--- src/hdl/cfnl_pkg.sv ---
// Shared types, constants and the tag decode for the class file name locator.
// No dependencies; every other file imports this package.
`timescale 1ns / 1ps

package cfnl_pkg;

    // Constant pool table geometry and field widths
    localparam int POOL_DEPTH  = 1024;
    localparam int ADDR_W      = $clog2(POOL_DEPTH);
    localparam int PSIZE_W     = $clog2(POOL_DEPTH) + 1;
    localparam int ENTRY_W     = PSIZE_W;
    localparam int OFFSET_BITS = 24;
    localparam int LEN_W       = 16;
    localparam int IDX_W       = 16;
    localparam int KIND_W      = 2;
    localparam int STATUS_W    = 3;
    localparam int SKIP_W      = 16;
    localparam int TAG_W       = 5;

    // Output queue
    localparam int QDEPTH = 8;
    localparam int QPTR_W = $clog2(QDEPTH);
    localparam int QCNT_W = $clog2(QDEPTH + 1);

    // Parse phases
    localparam logic [3:0] PH_MAGIC   = 4'd0;
    localparam logic [3:0] PH_VERSION = 4'd1;
    localparam logic [3:0] PH_COUNT   = 4'd2;
    localparam logic [3:0] PH_TAG     = 4'd3;
    localparam logic [3:0] PH_PAYLOAD = 4'd4;
    localparam logic [3:0] PH_ULEN    = 4'd5;
    localparam logic [3:0] PH_UDATA   = 4'd6;
    localparam logic [3:0] PH_ACCESS  = 4'd7;
    localparam logic [3:0] PH_THIS    = 4'd8;
    localparam logic [3:0] PH_DONE    = 4'd9;

    // Pool entry kinds
    localparam logic [KIND_W-1:0] KIND_OTHER = 2'd0;
    localparam logic [KIND_W-1:0] KIND_CLASS = 2'd1;
    localparam logic [KIND_W-1:0] KIND_UTF8  = 2'd2;

    // Result status codes
    localparam logic [STATUS_W-1:0] ST_OK        = 3'd0;
    localparam logic [STATUS_W-1:0] ST_BAD_MAGIC = 3'd1;
    localparam logic [STATUS_W-1:0] ST_BAD_TAG   = 3'd2;
    localparam logic [STATUS_W-1:0] ST_BAD_INDEX = 3'd3;
    localparam logic [STATUS_W-1:0] ST_POOL_BIG  = 3'd4;

    // Constant pool tags with special handling
    localparam logic [7:0] TAG_UTF8   = 8'd1;
    localparam logic [7:0] TAG_LONG   = 8'd5;
    localparam logic [7:0] TAG_DOUBLE = 8'd6;
    localparam logic [7:0] TAG_CLASS  = 8'd7;

    // Header layout
    localparam logic [31:0] MAGIC_WORD = 32'hCAFEBABE;
    localparam logic [OFFSET_BITS-1:0] MAGIC_LAST_POS   = OFFSET_BITS'(3);
    localparam logic [OFFSET_BITS-1:0] VERSION_LAST_POS = OFFSET_BITS'(7);
    localparam logic [OFFSET_BITS-1:0] COUNT_LAST_POS   = OFFSET_BITS'(9);
    localparam logic [SKIP_W-1:0]      ACCESS_BYTES     = SKIP_W'(2);
    localparam logic [SKIP_W-1:0]      THIS_BYTES       = SKIP_W'(2);

    typedef struct packed {
        logic [KIND_W-1:0]      kind;
        logic [LEN_W-1:0]       len;
        logic [OFFSET_BITS-1:0] off;
    } pool_entry_t;

    typedef struct packed {
        logic              en;
        logic [ADDR_W-1:0] addr;
        pool_entry_t       data;
    } pool_wr_t;

    typedef struct packed {
        logic                valid;
        logic [STATUS_W-1:0] status;
        logic                lookup;
        logic [IDX_W-1:0]    cidx;
        logic [PSIZE_W-1:0]  psize;
    } event_t;

    // Last member sits in the lowest bits: status first from bit 0 up
    typedef struct packed {
        logic [IDX_W-1:0]       class_index;
        logic [LEN_W-1:0]       name_length;
        logic [OFFSET_BITS-1:0] name_offset;
        logic [STATUS_W-1:0]    status;
    } result_t;

    localparam int RESULT_W     = $bits(result_t);
    localparam int OUT_TDATA_W  = ((RESULT_W + 7) / 8) * 8;

    // Payload byte count that follows a tag; zero marks an invalid tag
    function automatic logic [3:0] payload_size(input logic [7:0] tag);
        logic [3:0] n;
        case (tag)
            8'd7, 8'd8, 8'd16, 8'd19, 8'd20:                  n = 4'd2;
            8'd15:                                            n = 4'd3;
            8'd3, 8'd4, 8'd9, 8'd10, 8'd11, 8'd12,
            8'd14, 8'd17, 8'd18:                              n = 4'd4;
            8'd5, 8'd6:                                       n = 4'd8;
            8'd1:                                             n = 4'd2;
            default:                                          n = 4'd0;
        endcase
        return n;
    endfunction

endpackage

--- src/hdl/cfnl_outq.sv ---
// Small result queue that decouples the result pipeline from the output stream.
// Depends on cfnl_pkg.
`timescale 1ns / 1ps

module cfnl_outq
(
    input  logic                      clk,
    input  logic                      rst_n,
    input  logic                      push,
    input  cfnl_pkg::result_t         push_data,
    output logic                      out_valid,
    input  logic                      out_ready,
    output cfnl_pkg::result_t         out_data,
    output logic [cfnl_pkg::QCNT_W-1:0] count
);
    import cfnl_pkg::*;

    result_t           q_mem [QDEPTH];
    logic [QPTR_W-1:0] wr_ptr_reg;
    logic [QPTR_W-1:0] rd_ptr_reg;
    logic [QCNT_W-1:0] count_reg;
    logic              pop;

    assign out_valid = (count_reg != '0);
    assign pop       = out_valid && out_ready;
    assign out_data  = q_mem[rd_ptr_reg];
    assign count     = count_reg;

    always_ff @(posedge clk)
    begin
        if (push)
        begin
            q_mem[wr_ptr_reg] <= push_data;
        end
    end

    always_ff @(posedge clk or negedge rst_n)
    begin
        if (!rst_n)
        begin
            wr_ptr_reg <= '0;
            rd_ptr_reg <= '0;
            count_reg  <= '0;
        end
        else
        begin
            if (push)
            begin
                wr_ptr_reg <= wr_ptr_reg + QPTR_W'(1);
            end
            if (pop)
            begin
                rd_ptr_reg <= rd_ptr_reg + QPTR_W'(1);
            end
            count_reg <= count_reg + QCNT_W'(push) - QCNT_W'(pop);
        end
    end

endmodule

--- config.mk ---
export PLATFORM = sky130hd
export DESIGN_NAME = cfnl_outq
export DESIGN_NICKNAME = d
export VERILOG_FILES = /design/src/hdl/cfnl_pkg.sv /design/src/hdl/cfnl_outq.sv
export SDC_FILE = /design/constraint.sdc
export NUM_CORES = 1
export LEC_CHECK = 0
export ABC_AREA = 1
export BUFFER_PORTS_ARGS = -buffer_cell sky130_fd_sc_hd__clkbuf_2
export CAP_MARGIN = 20
export CORE_MARGIN = 1
export CORE_UTILIZATION = 56
export CTS_CLUSTER_DIAMETER = 60
export DETAILED_ROUTE_END_ITERATION = 8
export PLACE_DENSITY = 0.76
export SLEW_MARGIN = 20
export SYNTH_ARGS = -nofsm -noshare
export SYNTH_HDL_FRONTEND = slang
export SYNTH_SLANG_ARGS = --single-unit
--- constraint.sdc ---
create_clock -name clk -period 4.12 [get_ports clk]
set_input_delay 0.412 -clock clk [delete_from_list [all_inputs] [get_ports clk]]
set_output_delay 0.412 -clock clk [all_outputs]
set_load 0.05 [all_outputs]
Word level (Yosys, flattened, before mapping)
Memories as Yosys holds them, arrays and structs flattened.
Index checks and enable logic that the tools add are counted.

word-level totals
  memories = 1
  register bits = 10
  word-level logic and storage cells = 12
  RAM bits = 472

cells by class
  add/subtract/negate cells = 4
  reduce and logical (&&, ||, !) cells = 2
  mux-type cells = 2

memory list
  memory  words  width  read ports  clocked after memory_dff  write ports  line             source
  q_mem   8      59     1           0                         1            cfnl_outq.sv:18  result_t q_mem [QDEPTH];

operators by type and width
  kind                                                           count
  3-bit by 1-bit adder with 3-bit output, second input constant  2
  4-bit by 1-bit adder with 4-bit output                         1
  4-bit nonzero test                                             1
  4-bit by 1-bit subtractor with 4-bit output                    1
  1-bit 2-to-1 mux                                               2
  1-bit logical AND                                              1

Longest topological paths before layout
  depth in word-level cells = 3
  mapped depth = 11
  gate-level depth less buffers = 11

Worst setup path before layout
Ideal clock, no wire load.

  kind = input to register
  from = input port push
  to = memory q_mem[0][0] (netlist bit), enable pin
  cell stages on the path = 3
  data arrival time = 3.232 ns
  setup time = 0.476 ns
  path slack = 0.412 ns
  path buffers = 0
  cells stage by stage = inv_1 or2_2 nor2_1

between the ends
  longest elaborated chain between the ends = 2

ends and longest elaborated chain
  item                                    line             source
  from (decl)                             cfnl_outq.sv:9   input logic push,
  1-bit 2-to-1 mux                        cfnl_outq.sv:31  if (push)
  1-bit 2-to-1 mux (not written as such)  cfnl_outq.sv:33  q_mem[wr_ptr_reg] <= push_data;
  to (decl)                               cfnl_outq.sv:18

Every way passes these cells.

==> summary.txt <==
Layout
  – Syn-to-layout area delta: 12.6%
  – Filler cells: 2697
  – Fraction of layout cells with a size suffix above 1: 10.1%
  – Max FFs per register: 472
  – Nets@finish: 2286

Worst setup path
  – Max incr delay on CP: 660 ps
  – Crit path arrival time: 3080 ps
  – Most common cell on crit path: nand2_1
  – Worst path slowest cell: dfrtp_4
  – CP Capture Type: output port
  – Crit path max-delay family: buffers and inverters
  – CP max FO: 102
  – RR Startpoint: wr_ptr_reg[0]
  – Startpoint types: flop
  – CP startpoint: rd_ptr_reg[0]
  – Critical-path cell list: inv_6, buf_12, nand2_1, nand3_1, nand2_1, nand2_1, nand2_1, clkbuf_2
  – CP required: 3710 ps
  – Buf/Inv on CP: 3
  – Worst setup path category: reg -> out

CTS
  – CTS Root Cell: clkbuf_16
  – # Post-CTS Setup Buffers: 0
  – Hold-fix buffers at CTS: 1
  – Num CTS Buffers: 48
  – Worst-skew pair later-pin latency: 560 ps
  – H-tree Lvls: 2
  – Clock-pin transition on the worst setup and hold timing paths: 60 ps
  – Post-CTS sizing: 0
  – Clock sinks: 482
  – Max clock buf depth: 3
  – CTS tree: built

Yosys
  – Top cells by area, synth: edfxtp_1, nand2_1, inv_1, nand3_1, buf_2
  – Ys flop type: edfxtp_1
  – Ys Warns: 0
  – Syn Inst Count: 2106
  – Avg Cell Area, Syn: 9.99 µm²
  – Post-synth EDFFs: 472
  – Cell Area, Synth: 21000 µm²
  – Register area share after synthesis: 68.5%
  – Top-count cell post-synth: nand2_1
  – Net Count, Synth: 2177
  – Yosys reg bits: 482
  – Fraction of post-synthesis cell area in the top cell type by area: 67.3%
  – Asr flop ratio synth: 2.07%
  – Post-synth top cells: nand2_1, inv_1, edfxtp_1
  – Cell variety after synth: 19
  – Yosys top cell by area: edfxtp_1

Timing
  – Pins Over Slew Limit: 0
  – Hold Vio Cnt, Final: 0
  – Final Critical Period: 3490 ps
  – Final Cycle Share: 84.7%
  – FMAX: 287 MHz
  – # setup viols final: 0
  – Skew final: 16.7 ps
  – RSZ-0062 raised after global routing: false
  – Worst Tran Pin Value: 988 ps
  – Setup ws final: 632 ps
  – Max-slew headroom: 34.2%
  – Setup TNS: 0 ps

Routing
  – Via/cell ratio: 5.08
  – DRC Markers: 2
  – DR WL/cell: 16.3 µm
  – Drt initial violations: 937
  – Routed Antenna Nets: 0
  – Routed via count: 13800
  – Drt pass-1 iters: 8
  – Final WL: 44.4 mm

Global route
  – Global route overflow: 0
  – Largest net degree at the start of global routing: 120
  – Antenna violations before repair: 4
  – Vias in the first global route: 13800
  – Global-route wire length before repair: 70.2 mm
  – Total Routing Usage GR: 23.7%

Outcome
  – Status: complete, but fails checks
  – Failing checks: design-rule violations

Floorplanning
  – Area of the core: 36800 µm²
  – Die Y: 196 µm
  – Initial Utilization: 57.2%
  – Die width: 196 µm
  – Core Rows: 70
  – Die area: 38400 µm²
  – IO Pins: 127

Min path
  – Min-delay worst type: in -> reg
  – HP Start: push_data[15]

Pwr
  – Worst vdd ir: 0.671 mV
  – Power Total: 0.0175 W
  – PD cells: 739 nW/µm²
  – Leakage: 11.1 nW

Job
  – Number of max-cap violations: 0

Placed design
  – Detail Placement HPWL: 23.5 mm
  – Input/output buffers: 126
  – Dpl ws: 1300 ps
  – Gpl congestion: 0.741
==> cell families after synthesis <==
group,after synthesis,share of synthesized area [%]
DFF,482,68.5
adders and majority gates,8,0.511
xor gates and xnor gates,5,0.208
and+or+nand+nor,1027,19.7
buffers and inverters,580,10.9
AOI/OAI and AO/OA,4,0.0951
==> worst reg2reg max path, stage by stage (launching register included) <==
cell and delay [ps]:
dfrtp_1 410, or2_2 420, nor2_4 610, buf_12 380
==> routing by layer <==
layer | GRT usage, % | up-vias | part of all wire [%]
li1 | - | 6758 | -
met1 | 30.7 | 6510 | 41
met2 | 40.2 | 479 | 49
met3 | 4.35 | 85 | 7.4
met4 | 8.48 | 2 | 2.1
met5 | 0 | - | 0.020
==> cells in the final DEF (no fill, tap or decap) <==
cell type        n
diode_2          4
fa_1             1
dfrtp_2          1
nand2_1        780
ha_1             7
or2_2            1
buf_12           9
bufinv_16        4
edfxtp_1       472
inv_1          486
clkbuf_1        12
xnor2_1          2
xor2_1           3
dfrtp_4          2
inv_6            4
clkinv_1        12
clkbuf_16       49
dfrtp_1          7
clkinv_2         7
inv_4            1
nor2_4           8
dlygate4sd3_1    1
clkbuf_2       126
o21ai_0          3
nand3_1        238
clkinv_4         1
buf_4           14
inv_2            1
a21oi_1          1
==> worst paths after layout <==
check	to	slack, ps	cells past startpoint
max	out_data[15]	630	8
min	q_mem[6][15]	120	1
max reg2reg	q_mem[6][28]	1930	3
min reg2reg	wr_ptr_reg[0]	550	2
max in group asynchronous	rd_ptr_reg[1]	3630	2
min in group asynchronous	count[2]	250	2
==> stage by stage <==
| step | std cells | area (µm²) | hold WS, ps | utilization, % |
|---|---|---|---|---|
| after floorplan | 2106 | 21000 | 116 | - |
| after global placement | 2632 | 22200 | 286 | 60.3 |
| after detailed placement | 2632 | 22200 | 293 | 60.3 |
| after CTS | 2721 | 23700 | 97.1 | 64.4 |
| after global routing | 2722 | 23700 | 116 | 64.4 |
| final | 2725 | 23700 | 118 | 64.4 |
==> report_power, final <==
| group | internal, W | switching [W] | leakage, nW |
|---|---|---|---|
| logic | 0.00167 | 0.00552 | 5.93 |
| clock network | 0.00243 | 0.00175 | 0.738 |
| registers | 0.00596 | 0.000191 | 4.40 |
| total | 0.0101 | 0.00746 | 11.1 |
==> area by class of cell <==
class	instances	area [µm²]	area share, %
sequential	482	14400	60.9
timing repair buffer	150	926	3.91
antenna	4	10.0	0.0423
inverter	489	1840	7.78
clock buffer	61	1270	5.37
clock inverter	27	235	0.993
multi-input combinational	1044	4390	18.5
tap	468	586	2.47
(Power assumes the default switching activity.)
