$ cat src/hdl/cfnl_pkg.sv
// Shared types, constants and the tag decode for the class file name locator.
// No dependencies; every other file imports this package.
`timescale 1ns / 1ps

package cfnl_pkg;

    // Constant pool table geometry and field widths
    localparam int POOL_DEPTH  = 1024;
    localparam int ADDR_W      = $clog2(POOL_DEPTH);
    localparam int PSIZE_W     = $clog2(POOL_DEPTH) + 1;
    localparam int ENTRY_W     = PSIZE_W;
    localparam int OFFSET_BITS = 24;
    localparam int LEN_W       = 16;
    localparam int IDX_W       = 16;
    localparam int KIND_W      = 2;
    localparam int STATUS_W    = 3;
    localparam int SKIP_W      = 16;
    localparam int TAG_W       = 5;

    // Output queue
    localparam int QDEPTH = 8;
    localparam int QPTR_W = $clog2(QDEPTH);
    localparam int QCNT_W = $clog2(QDEPTH + 1);

    // Parse phases
    localparam logic [3:0] PH_MAGIC   = 4'd0;
    localparam logic [3:0] PH_VERSION = 4'd1;
    localparam logic [3:0] PH_COUNT   = 4'd2;
    localparam logic [3:0] PH_TAG     = 4'd3;
    localparam logic [3:0] PH_PAYLOAD = 4'd4;
    localparam logic [3:0] PH_ULEN    = 4'd5;
    localparam logic [3:0] PH_UDATA   = 4'd6;
    localparam logic [3:0] PH_ACCESS  = 4'd7;
    localparam logic [3:0] PH_THIS    = 4'd8;
    localparam logic [3:0] PH_DONE    = 4'd9;

    // Pool entry kinds
    localparam logic [KIND_W-1:0] KIND_OTHER = 2'd0;
    localparam logic [KIND_W-1:0] KIND_CLASS = 2'd1;
    localparam logic [KIND_W-1:0] KIND_UTF8  = 2'd2;

    // Result status codes
    localparam logic [STATUS_W-1:0] ST_OK        = 3'd0;
    localparam logic [STATUS_W-1:0] ST_BAD_MAGIC = 3'd1;
    localparam logic [STATUS_W-1:0] ST_BAD_TAG   = 3'd2;
    localparam logic [STATUS_W-1:0] ST_BAD_INDEX = 3'd3;
    localparam logic [STATUS_W-1:0] ST_POOL_BIG  = 3'd4;

    // Constant pool tags with special handling
    localparam logic [7:0] TAG_UTF8   = 8'd1;
    localparam logic [7:0] TAG_LONG   = 8'd5;
    localparam logic [7:0] TAG_DOUBLE = 8'd6;
    localparam logic [7:0] TAG_CLASS  = 8'd7;

    // Header layout
    localparam logic [31:0] MAGIC_WORD = 32'hCAFEBABE;
    localparam logic [OFFSET_BITS-1:0] MAGIC_LAST_POS   = OFFSET_BITS'(3);
    localparam logic [OFFSET_BITS-1:0] VERSION_LAST_POS = OFFSET_BITS'(7);
    localparam logic [OFFSET_BITS-1:0] COUNT_LAST_POS   = OFFSET_BITS'(9);
    localparam logic [SKIP_W-1:0]      ACCESS_BYTES     = SKIP_W'(2);
    localparam logic [SKIP_W-1:0]      THIS_BYTES       = SKIP_W'(2);

    typedef struct packed {
        logic [KIND_W-1:0]      kind;
        logic [LEN_W-1:0]       len;
        logic [OFFSET_BITS-1:0] off;
    } pool_entry_t;

    typedef struct packed {
        logic              en;
        logic [ADDR_W-1:0] addr;
        pool_entry_t       data;
    } pool_wr_t;

    typedef struct packed {
        logic                valid;
        logic [STATUS_W-1:0] status;
        logic                lookup;
        logic [IDX_W-1:0]    cidx;
        logic [PSIZE_W-1:0]  psize;
    } event_t;

    // Last member sits in the lowest bits: status first from bit 0 up
    typedef struct packed {
        logic [IDX_W-1:0]       class_index;
        logic [LEN_W-1:0]       name_length;
        logic [OFFSET_BITS-1:0] name_offset;
        logic [STATUS_W-1:0]    status;
    } result_t;

    localparam int RESULT_W     = $bits(result_t);
    localparam int OUT_TDATA_W  = ((RESULT_W + 7) / 8) * 8;

    // Payload byte count that follows a tag; zero marks an invalid tag
    function automatic logic [3:0] payload_size(input logic [7:0] tag);
        logic [3:0] n;
        case (tag)
            8'd7, 8'd8, 8'd16, 8'd19, 8'd20:                  n = 4'd2;
            8'd15:                                            n = 4'd3;
            8'd3, 8'd4, 8'd9, 8'd10, 8'd11, 8'd12,
            8'd14, 8'd17, 8'd18:                              n = 4'd4;
            8'd5, 8'd6:                                       n = 4'd8;
            8'd1:                                             n = 4'd2;
            default:                                          n = 4'd0;
        endcase
        return n;
    endfunction

endpackage

$ cat src/hdl/cfnl_parser.sv
// Input word register and byte-level class file parser for the name locator.
// Depends on cfnl_pkg; drives pool table writes and result events.
`timescale 1ns / 1ps

module cfnl_parser
(
    input  logic              clk,
    input  logic              rst_n,
    input  logic              in_valid,
    input  logic [7:0]        in_byte,
    input  logic              in_last,
    output logic              busy,
    output cfnl_pkg::event_t  evt,
    output cfnl_pkg::pool_wr_t wr
);
    import cfnl_pkg::*;

    logic                   s0_valid_reg;
    logic [7:0]             s0_byte_reg;
    logic                   s0_last_reg;

    logic [3:0]             phase_reg,  phase_next;
    logic [OFFSET_BITS-1:0] pos_reg,    pos_next;
    logic [SKIP_W-1:0]      skip_reg,   skip_next;
    logic [TAG_W-1:0]       tag_reg,    tag_next;
    logic [31:0]            word_reg,   word_next;
    logic [ENTRY_W-1:0]     entry_reg,  entry_next;
    logic [PSIZE_W-1:0]     psize_reg,  psize_next;
    pool_wr_t               pend_reg,   pend_next;

    logic [SKIP_W-1:0]      skip_dec;
    logic [3:0]             tag_size;
    logic [15:0]            word16;
    logic                   fin;
    logic                   emit;
    logic [STATUS_W-1:0]    st;
    logic                   lookup;
    pool_wr_t               main_wr;
    logic [ENTRY_W-1:0]     entry_step;

    always_ff @(posedge clk or negedge rst_n)
    begin
        if (!rst_n)
        begin
            s0_valid_reg <= 1'b0;
        end
        else
        begin
            s0_valid_reg <= in_valid;
        end
    end

    always_ff @(posedge clk)
    begin
        if (in_valid)
        begin
            s0_byte_reg <= in_byte;
            s0_last_reg <= in_last;
        end
    end

    assign skip_dec = skip_reg - SKIP_W'(1);
    assign tag_size = payload_size(s0_byte_reg);
    assign word16   = {word_reg[7:0], s0_byte_reg};

    always_comb
    begin
        phase_next = phase_reg;
        pos_next   = pos_reg;
        skip_next  = skip_reg;
        tag_next   = tag_reg;
        word_next  = word_reg;
        entry_next = entry_reg;
        psize_next = psize_reg;
        pend_next  = '0;
        main_wr    = '0;
        fin        = 1'b0;
        emit       = 1'b0;
        st         = ST_OK;
        lookup     = 1'b0;
        entry_step = ENTRY_W'(1);

        if (s0_valid_reg && (phase_reg != PH_DONE))
        begin
            case (phase_reg)
                PH_MAGIC:
                begin
                    word_next = {word_reg[23:0], s0_byte_reg};
                    if (pos_reg >= MAGIC_LAST_POS)
                    begin
                        if (word_next != MAGIC_WORD)
                        begin
                            emit = 1'b1;
                            st   = ST_BAD_MAGIC;
                        end
                        else
                        begin
                            phase_next = PH_VERSION;
                        end
                    end
                end
                PH_VERSION:
                begin
                    if (pos_reg >= VERSION_LAST_POS)
                    begin
                        phase_next = PH_COUNT;
                        word_next  = '0;
                    end
                end
                PH_COUNT:
                begin
                    word_next = {16'd0, word16};
                    if (pos_reg >= COUNT_LAST_POS)
                    begin
                        if (32'(word16) > 32'(POOL_DEPTH))
                        begin
                            emit = 1'b1;
                            st   = ST_POOL_BIG;
                        end
                        else
                        begin
                            psize_next = PSIZE_W'(word16);
                            entry_next = ENTRY_W'(1);
                            if (word16 <= 16'd1)
                            begin
                                phase_next = PH_ACCESS;
                                skip_next  = ACCESS_BYTES;
                            end
                            else
                            begin
                                phase_next = PH_TAG;
                            end
                        end
                    end
                end
                PH_TAG:
                begin
                    if (tag_size == 4'd0)
                    begin
                        emit = 1'b1;
                        st   = ST_BAD_TAG;
                    end
                    else
                    begin
                        tag_next   = s0_byte_reg[TAG_W-1:0];
                        word_next  = '0;
                        skip_next  = SKIP_W'(tag_size);
                        phase_next = (s0_byte_reg == TAG_UTF8) ? PH_ULEN : PH_PAYLOAD;
                    end
                end
                PH_PAYLOAD:
                begin
                    word_next = {word_reg[23:0], s0_byte_reg};
                    skip_next = skip_dec;
                    if (skip_dec == '0)
                    begin
                        main_wr.en   = 1'b1;
                        main_wr.addr = entry_reg[ADDR_W-1:0];
                        if (tag_reg == TAG_CLASS[TAG_W-1:0])
                        begin
                            main_wr.data.kind = KIND_CLASS;
                            main_wr.data.len  = word_next[15:0];
                        end
                        fin = 1'b1;
                    end
                end
                PH_ULEN:
                begin
                    word_next = {16'd0, word16};
                    skip_next = skip_dec;
                    if (skip_dec == '0)
                    begin
                        main_wr.en        = 1'b1;
                        main_wr.addr      = entry_reg[ADDR_W-1:0];
                        main_wr.data.kind = KIND_UTF8;
                        main_wr.data.len  = word16;
                        main_wr.data.off  = pos_reg + OFFSET_BITS'(1);
                        if (word16 == 16'd0)
                        begin
                            fin = 1'b1;
                        end
                        else
                        begin
                            skip_next  = word16;
                            phase_next = PH_UDATA;
                        end
                    end
                end
                PH_UDATA:
                begin
                    skip_next = skip_dec;
                    if (skip_dec == '0)
                    begin
                        fin = 1'b1;
                    end
                end
                PH_ACCESS:
                begin
                    skip_next = skip_dec;
                    if (skip_dec == '0)
                    begin
                        phase_next = PH_THIS;
                        skip_next  = THIS_BYTES;
                        word_next  = '0;
                    end
                end
                PH_THIS:
                begin
                    word_next = {16'd0, word16};
                    skip_next = skip_dec;
                    if (skip_dec == '0)
                    begin
                        emit   = 1'b1;
                        st     = ST_BAD_INDEX;
                        lookup = 1'b1;
                    end
                end
                default:
                begin
                end
            endcase

            // Close an entry; Long and Double take a second slot
            if (fin)
            begin
                if ((tag_reg == TAG_LONG[TAG_W-1:0]) || (tag_reg == TAG_DOUBLE[TAG_W-1:0]))
                begin
                    entry_step = ENTRY_W'(2);
                    if ((entry_reg + ENTRY_W'(1)) < ENTRY_W'(psize_reg))
                    begin
                        pend_next.en   = 1'b1;
                        pend_next.addr = ADDR_W'(entry_reg + ENTRY_W'(1));
                    end
                end
                entry_next = entry_reg + entry_step;
                if (entry_next >= ENTRY_W'(psize_reg))
                begin
                    phase_next = PH_ACCESS;
                    skip_next  = ACCESS_BYTES;
                end
                else
                begin
                    phase_next = PH_TAG;
                end
            end

            pos_next = pos_reg + OFFSET_BITS'(1);
            if (emit)
            begin
                phase_next = PH_DONE;
            end
        end

        // End of file: restart for the next file
        if (s0_valid_reg && s0_last_reg)
        begin
            phase_next = PH_MAGIC;
            pos_next   = '0;
            skip_next  = '0;
            tag_next   = '0;
            word_next  = '0;
            entry_next = '0;
            psize_next = '0;
        end
    end

    always_ff @(posedge clk or negedge rst_n)
    begin
        if (!rst_n)
        begin
            phase_reg <= PH_MAGIC;
            pos_reg   <= '0;
            skip_reg  <= '0;
            tag_reg   <= '0;
            word_reg  <= '0;
            entry_reg <= '0;
            psize_reg <= '0;
            pend_reg  <= '0;
        end
        else
        begin
            phase_reg <= phase_next;
            pos_reg   <= pos_next;
            skip_reg  <= skip_next;
            tag_reg   <= tag_next;
            word_reg  <= word_next;
            entry_reg <= entry_next;
            psize_reg <= psize_next;
            pend_reg  <= pend_next;
        end
    end

    // A deferred second-slot write never meets an entry write in the same cycle
    assign wr = main_wr.en ? main_wr : pend_reg;

    always_comb
    begin
        evt        = '0;
        evt.status = st;
        evt.lookup = lookup;
        evt.cidx   = lookup ? word16 : '0;
        evt.psize  = psize_reg;
        if (s0_valid_reg && (phase_reg != PH_DONE))
        begin
            evt.valid = emit || s0_last_reg;
            if (!emit)
            begin
                evt.status = ST_BAD_INDEX;
                evt.lookup = 1'b0;
                evt.cidx   = '0;
            end
        end
    end

    assign busy = s0_valid_reg;

endmodule

$ cat config.mk
export PLATFORM = sky130hd
export DESIGN_NAME = cfnl_parser
export DESIGN_NICKNAME = d
export VERILOG_FILES = /design/src/hdl/cfnl_pkg.sv /design/src/hdl/cfnl_parser.sv
export SDC_FILE = /design/constraint.sdc
export NUM_CORES = 1
export LEC_CHECK = 0
export ABC_AREA = 1
export BUFFER_PORTS_ARGS = -buffer_cell sky130_fd_sc_hd__buf_4
export CAP_MARGIN = 40
export CORE_ASPECT_RATIO = 1.75
export CORE_MARGIN = 4
export CORE_UTILIZATION = 65
export DETAILED_ROUTE_END_ITERATION = 12
export GPL_ROUTABILITY_DRIVEN = 1
export GPL_TIMING_DRIVEN = 1
export HOLD_SLACK_MARGIN = 0.08
export PLACE_DENSITY = 0.87
export SLEW_MARGIN = 5
export SYNTH_ARGS = -nofsm -noshare
export SYNTH_HDL_FRONTEND = slang
export SYNTH_SLANG_ARGS = --single-unit
$ cat constraint.sdc
create_clock -name clk -period 8.6 [get_ports clk]
set_input_delay 1.72 -clock clk [delete_from_list [all_inputs] [get_ports clk]]
set_output_delay 1.72 -clock clk [all_outputs]
set_load 0.005 [all_outputs]
Word level (Yosys, flattened, before mapping)
Memories as Yosys holds them, arrays and structs flattened. A register that Yosys moved wholly into a read port is not among the register bits. Index checks and enable logic that the tools add are counted.

Bits in registers: 116. Memories kept: 1. Bits in writable memories: 0. Memory bits (read-only): 128. Bits of input ports: 12. Latch bits: 0.

Reduce and logical (&&, ||, !) cells: 26. Bitwise logic cells: 0. Add/subtract/negate cells: 4. Shift operators: 0. $lt $le $gt $ge: 7. Equal/unequal tests: 29. Divide/modulo/power cells: 0. Muxes and demuxes: 94. Multiply operators: 0.

Memories: (name not given) (words 32, bits a word 4, read ports 1, clocked after Yosys merged registers in 1, write ports 0, line cfnl_pkg.sv:97) `case (tag)`.

Operators with widths (count): 16-bit two-way mux (12); 24-bit two-way mux (8); 11-bit two-way mux (17); 53-bit two-way mux (3); 24-bit one-hot mux with 5 select lines (1); 16-bit one-hot mux with 5 select lines (1); 29-bit one-hot mux with 2 select lines (1); 4-bit two-way mux (14); 5-bit inequality test, second input constant (9); 16-bit zero test (2); 32-bit inequality test, second input constant (1); 29-bit two-way mux (1); 5-bit two-way mux (5); 24-bit by 1-bit adder with 24-bit output, second input constant (1); 24-bit by 2-bit >= comparator with 1-bit output, second input constant (1); 24-bit by 3-bit >= comparator with 1-bit output, second input constant (1); 24-bit by 4-bit >= comparator with 1-bit output, second input constant (1); 4-bit one-hot mux with 6 select lines (1); 21-bit two-way mux (1); 20-bit two-way mux (1); 17-bit two-way mux (1); 4-bit by 3-bit equality test with 1-bit output, second input constant (4); 16-bit by 11-bit greater-than comparator with 1-bit output, second input constant (1); 16-bit by 1-bit <= comparator with 1-bit output, second input constant (1); 34 further kinds (71).

Logic depth before layout (Yosys ltp)
Gate-level depths: netlist of the first run.

Depth after elaboration: 14. Gate-level depth with buffers: 20. Mapped depth without buffers: 20.

Worst setup path after synthesis of the first run
OpenSTA, ideal clock, no wires.

Path type: flip-flop to output port. Start: register skip_reg[0]. End: output port wr[50] in the netlist's numbering. Buffers on the path: 2. Stages on the path, launching flop included: 15. Data required time: 6.880 ns. Path slack: 4.650 ns. Data arrival time: 2.230 ns. Path through: dfrtp_1 inv_2 ha_1 nand2_1 nor2_2 nand2_1 nand2_2 inv_2 nor2_1 nand2_1 nor3b_2 nand3_1 buf_2 buf_2 o21ai_0.

RTL lines: from (decl) (line cfnl_parser.sv:24) `logic [SKIP_W-1:0] skip_reg, skip_next;`; from (signal assigned) (line cfnl_parser.sv:284) `skip_reg <= skip_next;`; to (decl) (line cfnl_parser.sv:14) `output cfnl_pkg::pool_wr_t wr`.

==> run_summary.xml, run 1 <==
<?xml version="1.0" encoding="UTF-8"?>
<metrics>
  <group name="run_status">
    <metric name="result_of_the_run" unit="">finished clean</metric>
  </group>
  <group name="clocking">
    <metric name="post_cts_resized" unit="">0</metric>
    <metric name="cts.hold.buffers_added" unit="">0</metric>
    <metric name="cts_tree" unit="">built</metric>
    <metric name="cts.reportedPaths.clkPinSlew" unit="ps">60</metric>
    <metric name="cts_htree_levels" unit="">4</metric>
    <metric name="cts_buffers" unit="">17</metric>
    <metric name="post-cts-setup-buffers" unit="">0</metric>
    <metric name="tritoncts_num_sinks" unit="">120</metric>
    <metric name="cts-root-buf" unit="">sky130_fd_sc_hd__clkbuf_16</metric>
    <metric name="cts.path.max_buffers" unit="">2</metric>
    <metric name="clkLatencyLatePin" unit="ps">430</metric>
  </group>
  <group name="synthesis">
    <metric name="synth.ff_latch_count" unit="">120</metric>
    <metric name="async_reset_ff_share" unit="%">89.2</metric>
    <metric name="synthesis.area_per_instance" unit="µm²">7.05</metric>
    <metric name="postSynthCellCount" unit="">1236</metric>
    <metric name="syn_area" unit="µm²">8710</metric>
    <metric name="ys_dominant_reg_cell" unit="">sky130_fd_sc_hd__dfrtp_1</metric>
    <metric name="synth_nets" unit="">1282</metric>
    <metric name="yosysWarnings" unit="">0</metric>
    <metric name="synth_top_area_share" unit="%">30.7</metric>
    <metric name="synthTopCellsByCount" unit="">sky130_fd_sc_hd__nand2_1, sky130_fd_sc_hd__inv_1, sky130_fd_sc_hd__nor2_1, sky130_fd_sc_hd__dfrtp_1, sky130_fd_sc_hd__nand3_1</metric>
    <metric name="synth.yosys.seq_area_share" unit="%">34.8</metric>
    <metric name="synthMostInstantiatedCell" unit="">sky130_fd_sc_hd__nand2_1</metric>
    <metric name="synth-edff-count" unit="">9</metric>
    <metric name="synth.distinct_cells" unit="">49</metric>
    <metric name="synth_top_area_cell" unit="">sky130_fd_sc_hd__dfrtp_1</metric>
    <metric name="ys_top_cells_by_area" unit="">sky130_fd_sc_hd__dfrtp_1, sky130_fd_sc_hd__nand2_1, sky130_fd_sc_hd__inv_1</metric>
  </group>
  <group name="cells_and_area">
    <metric name="layout-drive-gt1-share" unit="%">17.2</metric>
    <metric name="fin_util" unit="%">78.0</metric>
    <metric name="synthesis_to_finish_area_growth" unit="%">16.4</metric>
    <metric name="final_antenna_diode_count" unit="">0</metric>
    <metric name="nNetsFinal" unit="">1369</metric>
    <metric name="nFillCells" unit="">994</metric>
    <metric name="instances_no_fill" unit="">1506</metric>
  </group>
  <group name="worst_setup_path">
    <metric name="maximum_fanout_encountered_on_the_critical_timing_path" unit="">17</metric>
    <metric name="worst_ep_required_time" unit="ps">6880</metric>
    <metric name="worst-setup-path-type" unit="">flop to primary output</metric>
    <metric name="critical_path.startpoint_type" unit="">flop</metric>
    <metric name="worstSetupEndpointType" unit="">primary output</metric>
    <metric name="worst-endpoint-arrival" unit="ps">3270</metric>
  </group>
  <group name="placed_design">
    <metric name="place.detailed.instances" unit="">1475</metric>
    <metric name="io_port_bufs" unit="">97</metric>
    <metric name="dp_slack" unit="ps">4120</metric>
    <metric name="dpl.hpwl" unit="µm">20200</metric>
    <metric name="finalWeightedCongestion" unit="">1.03</metric>
  </group>
  <group name="sta">
    <metric name="setup_tns" unit="ps">0</metric>
    <metric name="finalHoldViolations" unit="">0</metric>
    <metric name="final_min_period_over_clock_period" unit="%">58.0</metric>
    <metric name="min_period" unit="ps">4990</metric>
    <metric name="worst_slack" unit="ps">3610</metric>
    <metric name="fmaxAchievable" unit="MHz">200</metric>
    <metric name="grt_setup_unrepaired" unit="">false</metric>
    <metric name="worstMarginPinSlew" unit="ps">882</metric>
    <metric name="fin_worst_skew" unit="ps">9.46</metric>
    <metric name="worst_slew_margin_rel" unit="%">41.2</metric>
    <metric name="timing.final.max_slew_violations" unit="">0</metric>
    <metric name="report.final.setup_viol" unit="">0</metric>
  </group>
  <group name="power">
    <metric name="power.ir.vdd_worst" unit="µV">153</metric>
    <metric name="power.leakage" unit="nW">4.94</metric>
    <metric name="post-layout-total-power" unit="mW">2.74</metric>
    <metric name="pwr_density_cell" unit="nW/µm²">270</metric>
  </group>
  <group name="drt">
    <metric name="ant_nets" unit="">0</metric>
    <metric name="wirelength" unit="µm">27500</metric>
    <metric name="via_count_of_the_routed_design" unit="">9060</metric>
    <metric name="post-route-drc-count" unit="">0</metric>
    <metric name="vias_per_instance" unit="">6.02</metric>
    <metric name="drt_first_pass_iters" unit="">5</metric>
    <metric name="avgRoutedWirePerCell" unit="µm">18.2</metric>
    <metric name="drt_first_iter_violations" unit="">628</metric>
  </group>
  <group name="floorplanning">
    <metric name="design.portCount" unit="">98</metric>
    <metric name="die_span_in_x" unit="µm">95.5</metric>
    <metric name="die-area" unit="µm²">15400</metric>
    <metric name="placement_rows" unit="">55</metric>
    <metric name="start_util" unit="%">67.0</metric>
    <metric name="floorplan.die.height" unit="µm">161</metric>
    <metric name="core_area" unit="µm²">13000</metric>
  </group>
  <group name="global_routing">
    <metric name="largest_net_degree_at_the_start_of_global_routing" unit="">67</metric>
    <metric name="first_global_vias" unit="">9002</metric>
    <metric name="antenna_found_initial" unit="">0</metric>
    <metric name="grt_overflow" unit="">0</metric>
    <metric name="grt_util_all_layers" unit="%">37.1</metric>
    <metric name="global_route_wire_length_before_repair" unit="µm">44500</metric>
  </group>
  <group name="run">
    <metric name="drv.max_cap_violation_count" unit="">0</metric>
  </group>
  <group name="hold_path">
    <metric name="holdCritPathClass" unit="">flop to flop</metric>
  </group>
</metrics>
-- logic make-up after synthesis --
logic type	Yosys count	share of synthesized area (%)
adders and majority gates	34	4.97
DFF	120	34.8
xor gates and xnor gates	33	3.32
buffers and inverters	209	9.60
and+or+nand+nor	656	34.9
AOI/OAI and AO/OA	184	12.4
-- worst max-delay path, stage by stage, from the launching register on --
cell,delay (ps)
sky130_fd_sc_hd__dfrtp_1,440
sky130_fd_sc_hd__inv_2,160
sky130_fd_sc_hd__ha_1,260
sky130_fd_sc_hd__nand2_1,90
sky130_fd_sc_hd__nor2_2,140
sky130_fd_sc_hd__nand2_1,80
sky130_fd_sc_hd__nand2_2,110
sky130_fd_sc_hd__inv_2,40
sky130_fd_sc_hd__nor2_1,140
sky130_fd_sc_hd__nand2_1,80
sky130_fd_sc_hd__nor3b_2,280
sky130_fd_sc_hd__nand2_2,130
sky130_fd_sc_hd__nor2_1,100
sky130_fd_sc_hd__nand2_1,390
sky130_fd_sc_hd__nor2_1,250
sky130_fd_sc_hd__buf_4,140
-- area by class of cell --
class                      count  area (µm²)  area share [%]
sequential                   120        3030            29.9
clock inverter                11         145            1.43
multi-input combinational    907        4850            47.8
clock buffer                  20         468            4.62
inverter                     172         647            6.38
timing repair buffer         105         788            7.77
tap                          171         214            2.11
-- through the flow --
stage	hold slack (ps)	cell area (µm²)
after floorplan	445	8710
after global placement	468	9520
after detailed placement	476	9530
after CTS	491	10100
after global routing	525	10100
final	488	10100
-- layer usage --
metal	share of wire, %	GRT usage [%]	up-vias
met5	0	0	-
met4	6.9	24.0	0
met3	6.6	5.59	140
met2	52	65.2	451
met1	35	40.2	4250
li1	-	-	4219
-- cells in the final DEF (no fill, tap or decap), drive strengths merged, types with 2 or more instances in the layout --
| master | count |
|---|---|
| edfxtp | 9 |
| dfrtp | 107 |
| nand3b | 3 |
| nor3 | 44 |
| nor2 | 145 |
| xnor2 | 2 |
| o21bai | 5 |
| a211oi | 3 |
| xor2 | 31 |
| nor3b | 3 |
| a21oi | 41 |
| or2 | 3 |
| a31oi | 5 |
| nand3 | 87 |
| o21ai | 78 |
| and2 | 2 |
| ha | 33 |
| o211ai | 3 |
| bufinv | 3 |
| clkinv | 7 |
| nand4 | 36 |
| dfxtp | 4 |
| nand2 | 331 |
| clkbuf | 20 |
| nor4 | 2 |
| buf | 105 |
| inv | 170 |
| clkinvlp | 3 |
| o22ai | 47 |
-- report_power, final --
part           switching, mW  total [mW]  internal [mW]  leakage (nW)
clock                  0.275       0.754          0.478         0.293
combinational          0.889        1.26          0.368          3.06
sequential            0.0841       0.724          0.640          1.58
-- final timing paths --
path,startpoint,cells after the start,slack [ps],end
setup / recovery,skip_reg[0],15,3610,evt[14]
hold / removal,tag_reg[4],2,490,tag_reg[4]
setup reg to reg,tag_reg[3],15,4740,phase_reg[2]
hold reg to reg,tag_reg[4],2,490,tag_reg[4]
max in group asynchronous,rst_n,2,6020,psize_reg[10]
min in group asynchronous,rst_n,1,1280,pos_reg[9]
No activity file was read; power rests on OpenSTA's default activity.
==> run 2: changes to the inputs <==
--- a/config.mk
+++ b/config.mk
@@ -10,12 +10,12 @@
 export CAP_MARGIN = 40
 export CORE_ASPECT_RATIO = 1.75
 export CORE_MARGIN = 4
-export CORE_UTILIZATION = 65
+export CORE_UTILIZATION = 60
 export DETAILED_ROUTE_END_ITERATION = 12
 export GPL_ROUTABILITY_DRIVEN = 1
 export GPL_TIMING_DRIVEN = 1
 export HOLD_SLACK_MARGIN = 0.08
-export PLACE_DENSITY = 0.87
+export PLACE_DENSITY = 0.81
 export SLEW_MARGIN = 5
 export SYNTH_ARGS = -nofsm -noshare
 export SYNTH_HDL_FRONTEND = slang
==> constraint.sdc (replaced) <==
create_clock -name clk -period 4.9 [get_ports clk]
set_input_delay 0.98 -clock clk [delete_from_list [all_inputs] [get_ports clk]]
set_output_delay 0.98 -clock clk [all_outputs]
set_load 0.005 [all_outputs]
==> run 2 against run 1 <==
Count of clock-buffer cells in the layout fell by 2. Critical path type unchanged. Largest cell class unchanged. Worst setup slack got worse by 3000 ps. Routed wire length rose by 0.73%. Clock skew fell by 0.59 ps. Critical endpoint is now evt[11].
==> run_summary.xml, run 2 (synthesis results as in run 1) <==
<?xml version="1.0" encoding="UTF-8"?>
<metrics>
  <group name="drt">
    <metric name="avgRoutedWirePerCell" unit="µm">18.2</metric>
    <metric name="via_count_of_the_routed_design" unit="">8794</metric>
    <metric name="vias_per_instance" unit="">5.79</metric>
    <metric name="ant_nets" unit="">0</metric>
    <metric name="drt_first_pass_iters" unit="">5</metric>
    <metric name="wirelength" unit="µm">27700</metric>
    <metric name="drt_first_iter_violations" unit="">562</metric>
    <metric name="post-route-drc-count" unit="">0</metric>
  </group>
  <group name="cells_and_area">
    <metric name="synthesis_to_finish_area_growth" unit="%">16.9</metric>
    <metric name="nFillCells" unit="">1233</metric>
    <metric name="multi_input_area" unit="µm²">4850</metric>
    <metric name="final_antenna_diode_count" unit="">0</metric>
    <metric name="layout-drive-gt1-share" unit="%">17.3</metric>
    <metric name="layout_common_cells" unit="">sky130_fd_sc_hd__nand2_1, sky130_fd_sc_hd__inv_1, sky130_fd_sc_hd__nor2_1</metric>
    <metric name="register_area" unit="µm²">3030</metric>
    <metric name="instances_no_fill" unit="">1519</metric>
    <metric name="layout.cells.most_common" unit="">sky130_fd_sc_hd__nand2_1</metric>
    <metric name="nNetsFinal" unit="">1372</metric>
  </group>
  <group name="clocking">
    <metric name="cts-root-buf" unit="">sky130_fd_sc_hd__clkbuf_16</metric>
    <metric name="post-cts-setup-buffers" unit="">0</metric>
    <metric name="cts.reportedPaths.clkPinSlew" unit="ps">60</metric>
    <metric name="post_cts_resized" unit="">0</metric>
    <metric name="clkLatencyLatePin" unit="ps">420</metric>
    <metric name="cts_tree" unit="">built</metric>
    <metric name="cts.hold.buffers_added" unit="">0</metric>
    <metric name="cts_buffers" unit="">17</metric>
    <metric name="cts_htree_levels" unit="">4</metric>
    <metric name="tritoncts_num_sinks" unit="">120</metric>
    <metric name="cts.path.max_buffers" unit="">2</metric>
  </group>
  <group name="worst_setup_path">
    <metric name="worst-setup-path-type" unit="">flop to primary output</metric>
    <metric name="maximum_fanout_encountered_on_the_critical_timing_path" unit="">17</metric>
    <metric name="worst_ep_required_time" unit="ps">3920</metric>
    <metric name="critical_path.startpoint_type" unit="">flop</metric>
    <metric name="worst-endpoint-arrival" unit="ps">3310</metric>
    <metric name="worstSetupEndpointType" unit="">primary output</metric>
  </group>
  <group name="placed_design">
    <metric name="place.detailed.instances" unit="">1487</metric>
    <metric name="io_port_bufs" unit="">97</metric>
    <metric name="finalWeightedCongestion" unit="">1.02</metric>
    <metric name="dpl.hpwl" unit="µm">21000</metric>
    <metric name="dp_slack" unit="ps">1080</metric>
  </group>
  <group name="run_status">
    <metric name="result_of_the_run" unit="">finished clean</metric>
  </group>
  <group name="sta">
    <metric name="setup_tns" unit="ps">0</metric>
    <metric name="grt_setup_unrepaired" unit="">false</metric>
    <metric name="worstMarginPinSlew" unit="ps">875</metric>
    <metric name="fin_worst_skew" unit="ps">8.87</metric>
    <metric name="worst_slack" unit="ps">610</metric>
    <metric name="timing.final.max_slew_violations" unit="">0</metric>
    <metric name="min_period" unit="ps">4290</metric>
    <metric name="fmaxAchievable" unit="MHz">233</metric>
    <metric name="report.final.setup_viol" unit="">0</metric>
    <metric name="final_min_period_over_clock_period" unit="%">87.5</metric>
    <metric name="worst_slew_margin_rel" unit="%">41.4</metric>
    <metric name="finalHoldViolations" unit="">0</metric>
  </group>
  <group name="floorplanning">
    <metric name="start_util" unit="%">60.9</metric>
    <metric name="floorplan.die.height" unit="µm">167</metric>
    <metric name="design.portCount" unit="">98</metric>
    <metric name="die_span_in_x" unit="µm">99.1</metric>
    <metric name="placement_rows" unit="">58</metric>
    <metric name="core_area" unit="µm²">14300</metric>
    <metric name="die-area" unit="µm²">16600</metric>
  </group>
  <group name="global_routing">
    <metric name="grt_overflow" unit="">0</metric>
    <metric name="first_global_vias" unit="">8983</metric>
    <metric name="antenna_found_initial" unit="">0</metric>
    <metric name="global_route_wire_length_before_repair" unit="µm">45400</metric>
    <metric name="grt_util_all_layers" unit="%">34.6</metric>
    <metric name="largest_net_degree_at_the_start_of_global_routing" unit="">44</metric>
  </group>
  <group name="power">
    <metric name="power.ir.vdd_worst" unit="µV">271</metric>
    <metric name="power.leakage" unit="nW">4.96</metric>
    <metric name="pwr_density_cell" unit="nW/µm²">475</metric>
  </group>
  <group name="hold_path">
    <metric name="holdCritPathClass" unit="">input port to async pin</metric>
  </group>
  <group name="run">
    <metric name="drv.max_cap_violation_count" unit="">0</metric>
  </group>
</metrics>
==> run 2: cell count changes in the layout (fill, tap and decap cells not counted), sizes merged <==
cell	before	now
clkinv	7	5
inv	170	174
clkbuf	20	18
buf	105	108
bufinv	3	4
==> run 2: power by group <==
part	switching [mW]	total (mW)	internal [mW]	leakage, nW
Sequential	0.141	1.26	1.12	1.58
Combinational	1.57	2.21	0.646	3.08
Clock	0.508	1.36	0.856	0.293
==> run 2: per-stage QoR <==
stage	hold WS, ps	area [µm²]	power [mW]	utilization (%)
after floorplan	445	8710	2.92	-
after global placement	469	9540	3.40	66.7
after detailed placement	474	9560	3.44	66.8
after CTS	481	10200	4.81	71.2
after global routing	487	10200	5.15	71.2
final	467	10200	4.84	71.2
==> run 2: per-layer routing <==
layer  vias to the layer above  GRT usage (%)  wire length [µm]  part of all wire, %
li1                       4229              -                 -                    -
met1                      4082           36.8              9860                   36
met2                       362           62.3             14500                   52
met3                       121           5.63              1470                  5.3
met4                         0           21.6              1850                  6.7
met5                         -              0                 0                    0
==> run 2: final cells by class <==
cell class / instances / area share, %
clock buffer: 18 / 4.22
sequential: 120 / 29.7
multi-input combinational: 907 / 47.6
inverter: 172 / 6.35
clock inverter: 14 / 1.91
tap: 180 / 2.21
timing repair buffer: 108 / 7.96
==> run 2: final timing paths <==
kind                        startpoint           end  slack (ps)  cells after the start
setup / recovery           skip_reg[0]       evt[11]         610                     15
hold / removal                   rst_n   pos_reg[18]         470                      1
setup reg to reg            tag_reg[3]  phase_reg[2]        1370                     17
hold reg to reg             tag_reg[2]    tag_reg[2]         490                      2
max in group asynchronous        rst_n   word_reg[1]        3490                      2
min in group clk            tag_reg[2]    tag_reg[2]         490                      2
==> run 2: worst max-delay path: stages, from the launching register on <==
cell                      delay [ps]
sky130_fd_sc_hd__dfrtp_1         440
sky130_fd_sc_hd__inv_2           180
sky130_fd_sc_hd__ha_1            270
sky130_fd_sc_hd__nand2_1          90
sky130_fd_sc_hd__nor2_2          170
sky130_fd_sc_hd__nand2_1          90
sky130_fd_sc_hd__nand2_2         110
sky130_fd_sc_hd__inv_2            30
sky130_fd_sc_hd__nor2_1          140
sky130_fd_sc_hd__nand2_1          80
sky130_fd_sc_hd__nor3b_2         260
sky130_fd_sc_hd__nand2_2         130
sky130_fd_sc_hd__nor2_1          100
sky130_fd_sc_hd__nand2_1         410
sky130_fd_sc_hd__nor2_1          240
sky130_fd_sc_hd__buf_4           140
==> run 3: changes to the inputs <==
==> constraint.sdc (replaced) <==
create_clock -name clk -period 4.6 [get_ports clk]
set_input_delay 0.92 -clock clk [delete_from_list [all_inputs] [get_ports clk]]
set_output_delay 0.92 -clock clk [all_outputs]
set_load 0.005 [all_outputs]
==> run 3 against run 2 <==
Worst setup slack worse by 190 ps. Routed wire length up 0.98%. Sequential share of layout area fell by 0.13 points. Sequential power grew 7%. Largest cell class unchanged. Flip-flop and latch count is the same. Largest power group unchanged. Combinational power rose by 6%.
==> run_summary.xml, run 3 (synthesis results as in run 1) <==
<?xml version="1.0" encoding="UTF-8"?>
<metrics>
  <group name="drt">
    <metric name="post-route-drc-count" unit="">0</metric>
    <metric name="wirelength" unit="µm">27900</metric>
    <metric name="ant_nets" unit="">0</metric>
    <metric name="via_count_of_the_routed_design" unit="">8935</metric>
    <metric name="avgRoutedWirePerCell" unit="µm">18.4</metric>
    <metric name="drt_first_iter_violations" unit="">540</metric>
    <metric name="drt_first_pass_iters" unit="">6</metric>
    <metric name="vias_per_instance" unit="">5.87</metric>
  </group>
  <group name="global_routing">
    <metric name="largest_net_degree_at_the_start_of_global_routing" unit="">43</metric>
    <metric name="first_global_vias" unit="">9105</metric>
    <metric name="grt_overflow" unit="">0</metric>
    <metric name="antenna_found_initial" unit="">0</metric>
    <metric name="global_route_wire_length_before_repair" unit="µm">45600</metric>
    <metric name="grt_util_all_layers" unit="%">34.6</metric>
  </group>
  <group name="floorplanning">
    <metric name="placement_rows" unit="">58</metric>
    <metric name="die-area" unit="µm²">16600</metric>
    <metric name="core_area" unit="µm²">14300</metric>
    <metric name="design.portCount" unit="">98</metric>
    <metric name="floorplan.die.height" unit="µm">167</metric>
    <metric name="start_util" unit="%">60.9</metric>
    <metric name="die_span_in_x" unit="µm">99.1</metric>
  </group>
  <group name="sta">
    <metric name="finalHoldViolations" unit="">0</metric>
    <metric name="fmaxAchievable" unit="MHz">239</metric>
    <metric name="timing.final.max_slew_violations" unit="">0</metric>
    <metric name="setup_tns" unit="ps">0</metric>
    <metric name="fin_worst_skew" unit="ps">11.9</metric>
    <metric name="min_period" unit="ps">4180</metric>
    <metric name="worst_slew_margin_rel" unit="%">42.0</metric>
    <metric name="final_min_period_over_clock_period" unit="%">90.8</metric>
    <metric name="report.final.setup_viol" unit="">0</metric>
    <metric name="grt_setup_unrepaired" unit="">false</metric>
    <metric name="worstMarginPinSlew" unit="ps">866</metric>
  </group>
  <group name="worst_setup_path">
    <metric name="worst-endpoint-arrival" unit="ps">3260</metric>
    <metric name="reg2regPathDepth" unit="">15</metric>
    <metric name="r2r-end" unit="">phase_reg[2]</metric>
    <metric name="critical_path.startpoint_type" unit="">flop</metric>
    <metric name="worst_ep_required_time" unit="ps">3680</metric>
    <metric name="worstSetupEndpointType" unit="">primary output</metric>
    <metric name="critical_path.reg2reg.startpoint" unit="">tag_reg[3]</metric>
    <metric name="reg2reg_slack" unit="ps">1120</metric>
    <metric name="maximum_fanout_encountered_on_the_critical_timing_path" unit="">17</metric>
    <metric name="worst-setup-path-type" unit="">flop to primary output</metric>
  </group>
  <group name="cells_and_area">
    <metric name="layout-drive-gt1-share" unit="%">17.5</metric>
    <metric name="nFillCells" unit="">1212</metric>
    <metric name="layout_common_cells" unit="">sky130_fd_sc_hd__nand2_1, sky130_fd_sc_hd__inv_1, sky130_fd_sc_hd__nor2_1</metric>
    <metric name="synthesis_to_finish_area_growth" unit="%">17.4</metric>
    <metric name="multi_input_area" unit="µm²">4850</metric>
    <metric name="register_area" unit="µm²">3030</metric>
    <metric name="final_antenna_diode_count" unit="">0</metric>
    <metric name="layout.cells.most_common" unit="">sky130_fd_sc_hd__nand2_1</metric>
    <metric name="nNetsFinal" unit="">1374</metric>
    <metric name="instances_no_fill" unit="">1521</metric>
  </group>
  <group name="placed_design">
    <metric name="place.detailed.instances" unit="">1489</metric>
    <metric name="io_port_bufs" unit="">97</metric>
    <metric name="dpl.hpwl" unit="µm">20800</metric>
    <metric name="finalWeightedCongestion" unit="">1.05</metric>
  </group>
  <group name="power">
    <metric name="power.switching_fraction" unit="%">45.5</metric>
    <metric name="share_seq_of_total_power" unit="%">26.1</metric>
    <metric name="combPwrFrac" unit="%">45.6</metric>
    <metric name="power.ir.vdd_worst" unit="µV">283</metric>
    <metric name="power_switching" unit="mW">2.35</metric>
    <metric name="power.leakage" unit="nW">4.99</metric>
    <metric name="clk_network_pwr_share" unit="%">28.3</metric>
    <metric name="pwr_density_cell" unit="nW/µm²">505</metric>
    <metric name="p_int" unit="mW">2.82</metric>
  </group>
  <group name="clocking">
    <metric name="post-cts-setup-buffers" unit="">0</metric>
    <metric name="post_cts_resized" unit="">0</metric>
    <metric name="cts.reportedPaths.clkPinSlew" unit="ps">60</metric>
    <metric name="cts.path.max_buffers" unit="">2</metric>
    <metric name="cts_buffers" unit="">17</metric>
    <metric name="cts_tree" unit="">built</metric>
    <metric name="cts.hold.buffers_added" unit="">0</metric>
    <metric name="cts_htree_levels" unit="">4</metric>
    <metric name="cts-root-buf" unit="">sky130_fd_sc_hd__clkbuf_16</metric>
    <metric name="clkLatencyLatePin" unit="ps">420</metric>
    <metric name="tritoncts_num_sinks" unit="">120</metric>
  </group>
  <group name="run">
    <metric name="drv.max_cap_violation_count" unit="">0</metric>
  </group>
  <group name="run_status">
    <metric name="result_of_the_run" unit="">finished clean</metric>
  </group>
  <group name="hold_path">
    <metric name="holdCritPathClass" unit="">input port to async pin</metric>
  </group>
</metrics>
## run 3: worst max-delay path, stage by stage, from the launching register on
cell and delay (ps):
sky130_fd_sc_hd__dfrtp_1 440, sky130_fd_sc_hd__inv_2 160, sky130_fd_sc_hd__ha_1 260, sky130_fd_sc_hd__nand2_1 90, sky130_fd_sc_hd__nor2_2 160, sky130_fd_sc_hd__nand2_1 90
sky130_fd_sc_hd__nand2_2 110, sky130_fd_sc_hd__inv_2 30, sky130_fd_sc_hd__nor2_1 130, sky130_fd_sc_hd__nand2_1 80, sky130_fd_sc_hd__nor3b_2 240, sky130_fd_sc_hd__nand2_2 130
sky130_fd_sc_hd__nor2_1 110, sky130_fd_sc_hd__nand2_1 420, sky130_fd_sc_hd__nor2_1 250, sky130_fd_sc_hd__buf_4 140
## run 3: final cells by class
cell class	count	area share [%]
clock buffers	19	4.33
repair buffers	110	8.27
multi-input cells	907	47.4
well taps	180	2.20
flip-flops and latches	120	29.6
inverters	172	6.33
clock inverters	13	1.87
## run 3: worst max-delay path by stage
stage	slack, ps	start	end	cells past startpoint
after floorplan	1450	skip_reg[0]	wr[50]	14
after global placement	1030	skip_reg[0]	evt[20]	15
after detailed placement	920	skip_reg[0]	evt[16]	15
after CTS	490	skip_reg[0]	evt[16]	15
after global routing	150	skip_reg[0]	evt[12]	15
final	420	skip_reg[0]	evt[26]	15
## run 3: through the flow
stage,setup WS [ps],area [µm²],power (mW),utilization (%),hold WS [ps]
2_1_floorplan,1450,8710,3.11,-,445
3_3_place_gp,1030,9560,3.62,66.8,471
3_5_place_dp,922,9590,3.66,67.1,481
4_1_cts,490,10200,5.14,71.5,441
5_1_grt,153,10200,5.50,71.5,455
6_report,423,10200,5.17,71.5,433
## run 3: power groups by stage
stage | sequential, mW | clock (mW) | combinational, mW
detailed placement | 1.36 | 0 | 2.30
floorplan | 1.32 | 0 | 1.79
global placement | 1.36 | 0 | 2.27
finish | 1.35 | 1.46 | 2.35
global route | 1.36 | 1.51 | 2.62
CTS | 1.34 | 1.47 | 2.33
## run 3: routing by layer
layer / global-route usage [%] / routed length [µm] / vias to the layer above
li1: - / - / 4235
met1: 37.3 / 9810 / 4165
met3: 4.92 / 1670 / 125
met4: 20.9 / 1830 / 0
met2: 62.5 / 14600 / 410
met5: 0 / 0 / -
